File: src/assert_macros.svh
// Assertion helpers used by lpfc_ctrl.
`ifndef ASSERT_MACROS_SVH
`define ASSERT_MACROS_SVH

// Check a property on every rising clock edge outside reset.
`define LPFC_ASSERT(lbl, clk, rst_n, prop) \
  lbl: assert property (@(posedge clk) disable iff (!(rst_n)) (prop)) \
    else $error("lpfc assertion failed");

// Check that a condition implies a property on the same edge.
`define LPFC_ASSERT_IMP(lbl, clk, rst_n, ante, cons) \
  lbl: assert property (@(posedge clk) disable iff (!(rst_n)) (ante) |-> (cons)) \
    else $error("lpfc implication failed");

// Check that a condition implies a property on the next edge.
`define LPFC_ASSERT_NEXT(lbl, clk, rst_n, ante, cons) \
  lbl: assert property (@(posedge clk) disable iff (!(rst_n)) (ante) |=> (cons)) \
    else $error("lpfc next-cycle check failed");

`endif

File: src/lpfc_pkg.sv
// ----------------------------------------------------------------------------
// lpfc_pkg: shared constants, types and helpers
// Sizes, payload types and ring address arithmetic for the LRU fault counter.
// ----------------------------------------------------------------------------
package lpfc_pkg;

  localparam int MAX_FRAMES = 128;
  localparam int PAGE_BITS  = 32;
  localparam int CAP_W      = 8;
  localparam int FAULT_W    = 16;
  localparam int FRAME_AW   = (MAX_FRAMES > 1) ? $clog2(MAX_FRAMES) : 1;
  localparam int OCC_W      = $clog2(MAX_FRAMES + 1);

  typedef logic [PAGE_BITS-1:0] page_t;
  typedef logic [FRAME_AW-1:0]  frame_t;
  typedef logic [OCC_W-1:0]     occ_t;
  typedef logic [FAULT_W-1:0]   fault_t;

  localparam fault_t FAULT_MAX = '1;

  // Request handed from the top level to the sequencer
  typedef struct packed {
    logic  valid;
    page_t page;
    logic  new_seq;
  } req_t;

  // Finished result handed back to the top level
  typedef struct packed {
    logic   valid;
    logic   hit;
    fault_t fault_count;
  } done_t;

  // Memory command from the sequencer
  typedef struct packed {
    logic   we;
    frame_t waddr;
    page_t  wdata;
    frame_t raddr;
  } ram_cmd_t;

  // Map a recency position to a physical slot of the ring
  function automatic frame_t ring_addr(frame_t head, occ_t off);
    logic [OCC_W:0] s;
    s = (OCC_W + 1)'(head) + (OCC_W + 1)'(off);
    if (s >= (OCC_W + 1)'(MAX_FRAMES)) begin
      s = s - (OCC_W + 1)'(MAX_FRAMES);
    end
    return frame_t'(s);
  endfunction

  // Clamp the programmed capacity into 1..MAX_FRAMES
  function automatic occ_t eff_cap(logic [CAP_W-1:0] c);
    occ_t r;
    if (c == '0) begin
      r = occ_t'(1);
    end else if (int'(c) > MAX_FRAMES) begin
      r = occ_t'(MAX_FRAMES);
    end else begin
      r = occ_t'(c);
    end
    return r;
  endfunction

endpackage

File: src/lpfc_if.sv
// ----------------------------------------------------------------------------
// lpfc_if: channel interfaces
// Reference request, result and capacity write channels with valid/ready.
// ----------------------------------------------------------------------------
interface lpfc_req_if;
  logic        valid;
  logic        ready;
  logic [31:0] page_number;
  logic        new_sequence;

  modport source (output valid, page_number, new_sequence, input ready);
  modport sink   (input valid, page_number, new_sequence, output ready);
endinterface

interface lpfc_rsp_if;
  logic        valid;
  logic        ready;
  logic        hit;
  logic [15:0] fault_count;

  modport source (output valid, hit, fault_count, input ready);
  modport sink   (input valid, hit, fault_count, output ready);
endinterface

interface lpfc_cfg_if;
  logic       valid;
  logic       ready;
  logic [7:0] capacity;

  modport source (output valid, capacity, input ready);
  modport sink   (input valid, capacity, output ready);
endinterface

File: src/lpfc_ram.sv
// ----------------------------------------------------------------------------
// lpfc_ram: generic single-write, single-read RAM
// One write port and one read port with registered read data.
// ----------------------------------------------------------------------------
module lpfc_ram #(
  parameter int WIDTH = 32,
  parameter int DEPTH = 128
) (
  input  logic                                        clk_i,
  input  logic                                        we_i,
  input  logic [((DEPTH > 1) ? $clog2(DEPTH) : 1)-1:0] waddr_i,
  input  logic [WIDTH-1:0]                            wdata_i,
  input  logic [((DEPTH > 1) ? $clog2(DEPTH) : 1)-1:0] raddr_i,
  output logic [WIDTH-1:0]                            rdata_o
);

  logic [WIDTH-1:0] mem_q [DEPTH];

  // Write port
  always_ff @(posedge clk_i) begin
    if (we_i) begin
      mem_q[waddr_i] <= wdata_i;
    end
  end

  // Registered read port
  always_ff @(posedge clk_i) begin
    rdata_o <= mem_q[raddr_i];
  end

endmodule

File: src/lpfc_ctrl.sv
// ----------------------------------------------------------------------------
// lpfc_ctrl: scan sequencer with shared page comparator
// Walks the recency ring once per request, compares every entry against the
// page, closes the gap behind a hit and places the page at the recent end.
// ----------------------------------------------------------------------------
`include "assert_macros.svh"

module lpfc_ctrl (
  input  logic              clk_i,
  input  logic              rst_ni,
  input  lpfc_pkg::req_t    req_i,
  output logic              ready_o,
  input  lpfc_pkg::occ_t    cap_i,
  input  logic              out_free_i,
  output lpfc_pkg::done_t   done_o,
  output lpfc_pkg::ram_cmd_t ram_o,
  input  lpfc_pkg::page_t   ram_rdata_i
);
  import lpfc_pkg::*;

  localparam logic [1:0] ST_IDLE   = 2'd0;
  localparam logic [1:0] ST_SCAN   = 2'd1;
  localparam logic [1:0] ST_FINISH = 2'd2;

  logic [1:0] state_q, state_d;
  frame_t     head_q, head_d;
  occ_t       occ_q, occ_d;
  fault_t     faults_q, faults_d;
  occ_t       pos_q, pos_d;
  occ_t       dpos_q, dpos_d;
  logic       chk_q, chk_d;
  logic       found_q, found_d;
  page_t      page_q, page_d;
  logic       issue;
  logic       match;

  assign issue   = (state_q == ST_SCAN) && (pos_q < occ_q);
  assign match   = chk_q && (ram_rdata_i == page_q);
  assign ready_o = (state_q == ST_IDLE);

  // Sequence the scan, shift and final write
  always_comb begin
    state_d  = state_q;
    head_d   = head_q;
    occ_d    = occ_q;
    faults_d = faults_q;
    pos_d    = pos_q;
    dpos_d   = dpos_q;
    chk_d    = 1'b0;
    found_d  = found_q;
    page_d   = page_q;
    ram_o    = '0;
    ram_o.raddr = ring_addr(head_q, pos_q);
    done_o   = '0;

    case (state_q)
      ST_IDLE: begin
        if (req_i.valid) begin
          page_d  = req_i.page;
          pos_d   = '0;
          found_d = 1'b0;
          if (req_i.new_seq) begin
            occ_d    = '0;
            faults_d = '0;
          end
          state_d = ST_SCAN;
        end
      end
      ST_SCAN: begin
        // Advance the read pointer
        if (issue) begin
          pos_d  = pos_q + occ_t'(1);
          dpos_d = pos_q;
          chk_d  = 1'b1;
        end
        // Close the gap left by an earlier hit
        if (chk_q && found_q) begin
          ram_o.we    = 1'b1;
          ram_o.waddr = ring_addr(head_q, dpos_q - occ_t'(1));
          ram_o.wdata = ram_rdata_i;
        end
        found_d = found_q | match;
        if (!issue && !chk_q) begin
          state_d = ST_FINISH;
        end
      end
      ST_FINISH: begin
        // Hold until the result register is free
        if (out_free_i) begin
          ram_o.we    = 1'b1;
          ram_o.wdata = page_q;
          if (found_q) begin
            ram_o.waddr = ring_addr(head_q, occ_q - occ_t'(1));
          end else begin
            ram_o.waddr = ring_addr(head_q, occ_q);
            if (faults_q != FAULT_MAX) begin
              faults_d = faults_q + fault_t'(1);
            end
            if (occ_q < cap_i) begin
              occ_d = occ_q + occ_t'(1);
            end else begin
              head_d = ring_addr(head_q, occ_t'(1));
            end
          end
          done_o.valid       = 1'b1;
          done_o.hit         = found_q;
          done_o.fault_count = faults_d;
          state_d            = ST_IDLE;
        end
      end
      default: begin
        state_d = ST_IDLE;
      end
    endcase
  end

  // Control registers
  always_ff @(posedge clk_i or negedge rst_ni) begin
    if (!rst_ni) begin
      state_q  <= ST_IDLE;
      head_q   <= '0;
      occ_q    <= '0;
      faults_q <= '0;
      pos_q    <= '0;
      dpos_q   <= '0;
      chk_q    <= 1'b0;
      found_q  <= 1'b0;
    end else begin
      state_q  <= state_d;
      head_q   <= head_d;
      occ_q    <= occ_d;
      faults_q <= faults_d;
      pos_q    <= pos_d;
      dpos_q   <= dpos_d;
      chk_q    <= chk_d;
      found_q  <= found_d;
    end
  end

  // Page under test
  always_ff @(posedge clk_i) begin
    page_q <= page_d;
  end

  `LPFC_ASSERT(a_occ_bound, clk_i, rst_ni, occ_q <= occ_t'(MAX_FRAMES))
  `LPFC_ASSERT_IMP(a_no_idle_write, clk_i, rst_ni, ram_o.we, state_q != ST_IDLE)
  `LPFC_ASSERT_NEXT(a_fault_step, clk_i, rst_ni, (state_q == ST_FINISH) && out_free_i && !found_q && (faults_q != FAULT_MAX), faults_q == $past(faults_q) + fault_t'(1))

endmodule

File: src/lru_page_fault_counter.sv
// One request is handled at a time: a new request is taken only once the walk over
// the ring through the single read port and the final write are done.
// A finished result waits in an output register; a new request is taken meanwhile.
// Reset: empty resident set, fault count zero, capacity 4; the RAM is not cleared.
// ----------------------------------------------------------------------------
// lru_page_fault_counter: LRU page replacement fault counter
// Keeps an LRU-ordered ring of resident pages in RAM and reports hit and
// running fault count per page reference.
// ----------------------------------------------------------------------------
module lru_page_fault_counter (
  input  logic       clk_i,
  input  logic       rst_ni,
  lpfc_cfg_if.sink   cfg_i,
  lpfc_req_if.sink   req_i,
  lpfc_rsp_if.source rsp_o
);
  import lpfc_pkg::*;

  logic [CAP_W-1:0] cap_q;
  logic             rsp_valid_q;
  logic             rsp_hit_q;
  fault_t           rsp_fault_q;
  logic             out_free;
  req_t             req;
  done_t            done;
  ram_cmd_t         ram_cmd;
  page_t            ram_rdata;
  logic             ctrl_ready;

  // Capacity register, always writable
  assign cfg_i.ready = 1'b1;

  always_ff @(posedge clk_i or negedge rst_ni) begin
    if (!rst_ni) begin
      cap_q <= CAP_W'(4);
    end else if (cfg_i.valid) begin
      cap_q <= cfg_i.capacity;
    end
  end

  // Request into the sequencer
  assign req.valid   = req_i.valid && ctrl_ready;
  assign req.page    = page_t'(req_i.page_number);
  assign req.new_seq = req_i.new_sequence;
  assign req_i.ready = ctrl_ready;

  assign out_free = !rsp_valid_q || rsp_o.ready;

  lpfc_ctrl u_ctrl (
    .clk_i       (clk_i),
    .rst_ni      (rst_ni),
    .req_i       (req),
    .ready_o     (ctrl_ready),
    .cap_i       (eff_cap(cap_q)),
    .out_free_i  (out_free),
    .done_o      (done),
    .ram_o       (ram_cmd),
    .ram_rdata_i (ram_rdata)
  );

  lpfc_ram #(
    .WIDTH (PAGE_BITS),
    .DEPTH (MAX_FRAMES)
  ) u_ring (
    .clk_i   (clk_i),
    .we_i    (ram_cmd.we),
    .waddr_i (ram_cmd.waddr),
    .wdata_i (ram_cmd.wdata),
    .raddr_i (ram_cmd.raddr),
    .rdata_o (ram_rdata)
  );

  // Result register: load on finish, drop when taken
  always_ff @(posedge clk_i or negedge rst_ni) begin
    if (!rst_ni) begin
      rsp_valid_q <= 1'b0;
    end else if (done.valid) begin
      rsp_valid_q <= 1'b1;
    end else if (rsp_o.ready) begin
      rsp_valid_q <= 1'b0;
    end
  end

  always_ff @(posedge clk_i) begin
    if (done.valid) begin
      rsp_hit_q   <= done.hit;
      rsp_fault_q <= done.fault_count;
    end
  end

  assign rsp_o.valid       = rsp_valid_q;
  assign rsp_o.hit         = rsp_hit_q;
  assign rsp_o.fault_count = rsp_fault_q;

endmodule

File: src/flat_wrapper.sv
// flat-port wrapper written by rule: the top's interface ports become plain ports
module lru_page_fault_counter_flat import lpfc_pkg::*;
  (clk_i, rst_ni, cfg_i_valid, cfg_i_capacity, cfg_i_ready, req_i_valid, req_i_page_number, req_i_new_sequence, req_i_ready, rsp_o_valid, rsp_o_hit, rsp_o_fault_count, rsp_o_ready);
  lpfc_cfg_if cfg_i_i ();
  lpfc_req_if req_i_i ();
  lpfc_rsp_if rsp_o_i ();
  input  logic clk_i;
  input  logic rst_ni;
  input wire logic [$bits(cfg_i_i.valid)-1:0] cfg_i_valid;
  input wire logic [$bits(cfg_i_i.capacity)-1:0] cfg_i_capacity;
  output wire logic [$bits(cfg_i_i.ready)-1:0] cfg_i_ready;
  input wire logic [$bits(req_i_i.valid)-1:0] req_i_valid;
  input wire logic [$bits(req_i_i.page_number)-1:0] req_i_page_number;
  input wire logic [$bits(req_i_i.new_sequence)-1:0] req_i_new_sequence;
  output wire logic [$bits(req_i_i.ready)-1:0] req_i_ready;
  output wire logic [$bits(rsp_o_i.valid)-1:0] rsp_o_valid;
  output wire logic [$bits(rsp_o_i.hit)-1:0] rsp_o_hit;
  output wire logic [$bits(rsp_o_i.fault_count)-1:0] rsp_o_fault_count;
  input wire logic [$bits(rsp_o_i.ready)-1:0] rsp_o_ready;
  assign cfg_i_i.valid = cfg_i_valid;
  assign cfg_i_i.capacity = cfg_i_capacity;
  assign cfg_i_ready = cfg_i_i.ready;
  assign req_i_i.valid = req_i_valid;
  assign req_i_i.page_number = req_i_page_number;
  assign req_i_i.new_sequence = req_i_new_sequence;
  assign req_i_ready = req_i_i.ready;
  assign rsp_o_valid = rsp_o_i.valid;
  assign rsp_o_hit = rsp_o_i.hit;
  assign rsp_o_fault_count = rsp_o_i.fault_count;
  assign rsp_o_i.ready = rsp_o_ready;
  lru_page_fault_counter u_core (.clk_i(clk_i), .rst_ni(rst_ni), .cfg_i(cfg_i_i), .req_i(req_i_i), .rsp_o(rsp_o_i));
endmodule
File: config.mk
export PLATFORM = sky130hd
export DESIGN_NAME = lru_page_fault_counter_flat
export DESIGN_NICKNAME = d
export VERILOG_FILES = /design/src/lpfc_pkg.sv /design/src/lpfc_if.sv /design/src/lpfc_ram.sv /design/src/lpfc_ctrl.sv /design/src/lru_page_fault_counter.sv /design/src/flat_wrapper.sv
export VERILOG_INCLUDE_DIRS = /design/src /design/src/src
export SDC_FILE = /design/constraint.sdc
export NUM_CORES = 2
export LEC_CHECK = 0
export BUFFER_PORTS_ARGS = -buffer_cell sky130_fd_sc_hd__buf_2
export CAP_MARGIN = 20
export CORE_ASPECT_RATIO = 1.1
export CORE_UTILIZATION = 40
export DETAILED_ROUTE_END_ITERATION = 7
export PLACE_DENSITY = 0.57
export SETUP_SLACK_MARGIN = 0.02
export SLEW_MARGIN = 20
export SYNTH_ARGS = -nofsm -noshare
export SYNTH_HDL_FRONTEND = slang
export SYNTH_SLANG_ARGS = --single-unit
File: constraint.sdc
create_clock -name clk_i -period 7.4 [get_ports clk_i]
set_input_delay 0.37 -clock clk_i [delete_from_list [all_inputs] [get_ports clk_i]]
set_output_delay 0.37 -clock clk_i [all_outputs]
set_load 0.01 [all_outputs]
==> impl_metrics.toml <==
[run_status]
outcome = "finished clean"

[cells_and_area]
areaGrowthSynthToFinish_pct = 14.4
final_nets = 8306
drive_above_1_share_pct = 27.3

[route]
wl_per_cell_um = 31.6
totalWireLength_um = 444000
maxUsedRoutingLayer = "met5"
viasPerCell = 5.80
met1Wirelength_um = 184000
wl_met2_um = 213000
wl_met3_um = 29600
vias = 81500
drt_pass1_iterations = 6
ant_nets = 0
first_iter_violations = 9376
drc_errors = 0

[global_route]
grt_pass1_wl_um = 629000
first_global_vias = 82800
grt_usage_pct = 21.1
grt_overflow = 0
antenna_found_initial = 24
grt_max_degree = 129

[placed_design]
place_congestion = 0.841
port_buffers = 64
post-dp-hpwl_um = 256000

[sta]
period_needed_ns = 5.60
report.final.slew_viol_count = 0
fin_crit_sh_pct = 75.7
fmax_mhz = 178
rsz0062_at_grt = "no"
tns_ns = 0
tightest_slew_ns = 1.22
setup_viol = 0
fin_skew_ns = 0.0761
hold_ws_ns = 0.0881
finalHoldViolCount = 0
relSlewSlack_pct = 18.5

[job]
cap_violations = 0

[floorplanning]
fp.dieW_um = 615
rows = 247
io_pins = 66
start_util_pct = 40.2
dieArea_um2 = 415000
die_y_um = 676
design.core.area_um2 = 411000

[synthesis]
synth_seq_area_share_pct = 76.7
synth_edf_count = 4145
ys_ff_latch = 4236
synth_cell_types = 73
synth_ff_type = "edfxtp_1"
syn_area_um2 = 165000
synth.net_count = 7908
syn_avg_cell_area_um2 = 21.1
ys_warn_count = 0
synthArstFlopShare_pct = 1.39
syn_inst = 7817

[power_and_ir_drop]
ir_drop_v = 0.000498
pwr-share-comb_pct = 35.5
p_int_uw = 50300
clkPwrFrac_pct = 27.7
p_switching_uw = 24600
seq_power_share_pct = 36.8
p_sw_share_pct = 32.8
power_density_nw_per_um2 = 397
p_leak_uw = 0.0601

[cts]
htree_levels = 5
root_buffer = "clkbuf_16"
cts_tree = "built"
cts_sinks = 4236
clk_pin_slew_ns = 0.06
cts_buffers = 417
cts_buffer_depth = 4
clock_latency_ns = 0.98
post_cts_buffers = 0

[worst_setup_path]
worstSetupEndpointType = "register"
start_kind = "register"
crit_type = "register to register"
cp.arrival_ns = 6.21
cp.required_ns = 8.01
cp_max_fo = 23

[worst_hold_path]
min_path_type = "input pin to asynchronous set/reset pin"
==> metal layers <==
| metal | vias to the layer above | GRT usage [%] |
|---|---|---|
| li1 | 33400 | - |
| met1 | 44200 | 29.3 |
| met2 | 3305 | 34.1 |
| met3 | 637 | 3.04 |
| met4 | 2 | 7.96 |
| met5 | - | 0 |
==> cell type report <==
class	instances	area (um2)
flip-flops and latches	4236	127000
fillers	34300	222000
well taps	5478	6850
inverters	61	230
clock inverters	222	2110
diodes	14	35.0
multi-input cells	3058	37300
repair buffers	441	4590
clock buffers	539	11100
==> flip-flops by register name, summed over array words and instances, names as in the netlist <==
| name | flops |
|---|---|
| u_core.cap_q | 8 |
| u_core.rsp_o.fault_count | 16 |
| u_core.rsp_o.hit | 1 |
| u_core.rsp_o.valid | 1 |
| u_core.u_ctrl.chk_q | 1 |
| u_core.u_ctrl.dpos_q | 7 |
| u_core.u_ctrl.faults_q | 16 |
| u_core.u_ctrl.found_q | 1 |
| u_core.u_ctrl.head_q | 7 |
| u_core.u_ctrl.occ_q | 8 |
| u_core.u_ctrl.page_q | 32 |
| u_core.u_ctrl.pos_q | 8 |
| u_core.u_ctrl.state_q | 2 |
| u_core.u_ring.mem_q | 4096 |
| u_core.u_ring.rdata_o | 32 |
==> cells in the final DEF, fill, tap and decap left out, types with 37 or more instances in the layout <==
| cell | netlist | final |
|---|---|---|
| a211oi_1 | 162 | 162 |
| a21oi_1 | 85 | 85 |
| a31oi_1 | 100 | 99 |
| and3_1 | 135 | 133 |
| buf_12 | 0 | 81 |
| buf_2 | 147 | 65 |
| buf_4 | 45 | 228 |
| clkbuf_1 | 215 | 105 |
| clkbuf_16 | 0 | 421 |
| clkinv_1 | 2 | 90 |
| clkinv_2 | 0 | 68 |
| dfrtp_1 | 58 | 58 |
| dlygate4sd3_1 | 0 | 52 |
| edfxtp_1 | 4145 | 4145 |
| ha_1 | 42 | 41 |
| inv_1 | 59 | 58 |
| mux2_2 | 41 | 41 |
| mux4_2 | 1088 | 1088 |
| nand2_1 | 515 | 514 |
| nand3_1 | 223 | 221 |
| nor2_1 | 159 | 49 |
| nor2_4 | 0 | 107 |
| nor3_2 | 1 | 54 |
| o21ai_0 | 82 | 81 |
| xnor2_1 | 38 | 37 |
==> logic make-up (layout without fill, tap and decap cells) <==
family | Yosys count | in the layout | synth area share [%]
flops | 4236 | 4236 | 76.7
simple gates | 1215 | 1215 | 3.52
mux | 1151 | 1151 | 15.3
compound gates | 572 | 572 | 2.32
buf+inv | 523 | 1263 | 1.47
xor+xnor | 74 | 74 | 0.393
fa+ha+maj | 45 | 45 | 0.355
other cells | 1 | 15 | 0.00227
==> per-stage QoR <==
stage	util (%)	instances	total power, uW	setup slack, ns	cell area, um2
finish	45.9	14000	74900	1.80	189000
CTS	45.8	14000	75600	1.88	188000
global placement	42.3	13200	54800	1.95	174000
global route	45.9	14000	77500	1.59	189000
floorplan	-	7817	45700	1.44	165000
detailed placement	42.5	13200	55000	1.94	175000
==> repair_timing <==
item / in CTS / in global routing
endpoints found under the hold margin: 103 / 0
endpoints found under the setup margin: 0 / 0
hold buffers: 52 / 0
gates resized for setup: 0 / 0
==> cells in the mapped netlist (all sizes together), types with 4 or more instances <==
library cell / n / area (um2)
o211ai: 38 / 320
inv: 59 / 221
nand2b: 15 / 93.8
xnor2: 38 / 333
buf: 247 / 1390
o21ai: 88 / 440
and3: 135 / 845
a31oi: 100 / 626
dfxtp: 32 / 641
o22ai: 6 / 37.5
or3: 4 / 25.0
clkbuf: 215 / 807
a211oi: 165 / 1250
o31ai: 8 / 60.1
nor2b: 4 / 25.0
o21a: 7 / 52.6
mux2i: 15 / 150
xor2: 36 / 315
nor3: 64 / 325
ha: 42 / 526
nand2: 516 / 1940
mux4: 1088 / 24500
nand4: 18 / 113
or2: 15 / 93.8
a21oi: 85 / 425
nor2: 159 / 597
a21o: 18 / 135
a22o: 6 / 52.6
mux2: 48 / 567
dfrtp: 58 / 1450
edfxtp: 4145 / 124000
nand3: 224 / 1130
nor4: 44 / 490
a22oi: 34 / 255
==> path summary, 6_finish.rpt <==
kind / start / end / slack [ns] / cells past startpoint
setup / recovery: u_core.u_ctrl.found_q / u_core.u_ring.mem_q[22][4] / 1.80 / 13
hold / removal: rst_ni / u_core.rsp_o.valid / 0.09 / 3
setup reg to reg: u_core.u_ctrl.found_q / u_core.u_ring.mem_q[22][4] / 1.80 / 13
hold reg to reg: u_core.u_ctrl.pos_q[7] / u_core.u_ctrl.pos_q[7] / 0.55 / 2
max in group asynchronous: rst_ni / u_core.u_ctrl.head_q[2] / 6.72 / 3
min in group clk_i: req_i_page_number[12] / u_core.u_ctrl.page_q[12] / 0.11 / 2
==> worst max-delay path, cell delays in order (launching register included) <==
cell and delay, ns:
dfrtp_1 0.61, inv_1 0.17, nor4_1 0.53, xnor2_1 0.20
ha_1 0.38, a21oi_1 0.21, nand2_1 0.10, xnor2_1 0.15
o32ai_1 0.33, nand3_1 0.45, buf_4 0.39, or2_2 0.46
nor2_4 0.85, buf_4 0.34
==> power by group through the flow <==
stage / registers [uW] / logic [uW] / clock network, uW
6_report: 27600 / 26600 / 20700
5_1_grt: 27600 / 28000 / 21900
4_1_cts: 27600 / 27000 / 21100
3_5_place_dp: 28100 / 26900 / 0
3_3_place_gp: 28100 / 26700 / 0
2_1_floorplan: 28100 / 17600 / 0
(Power assumes the default switching activity.)
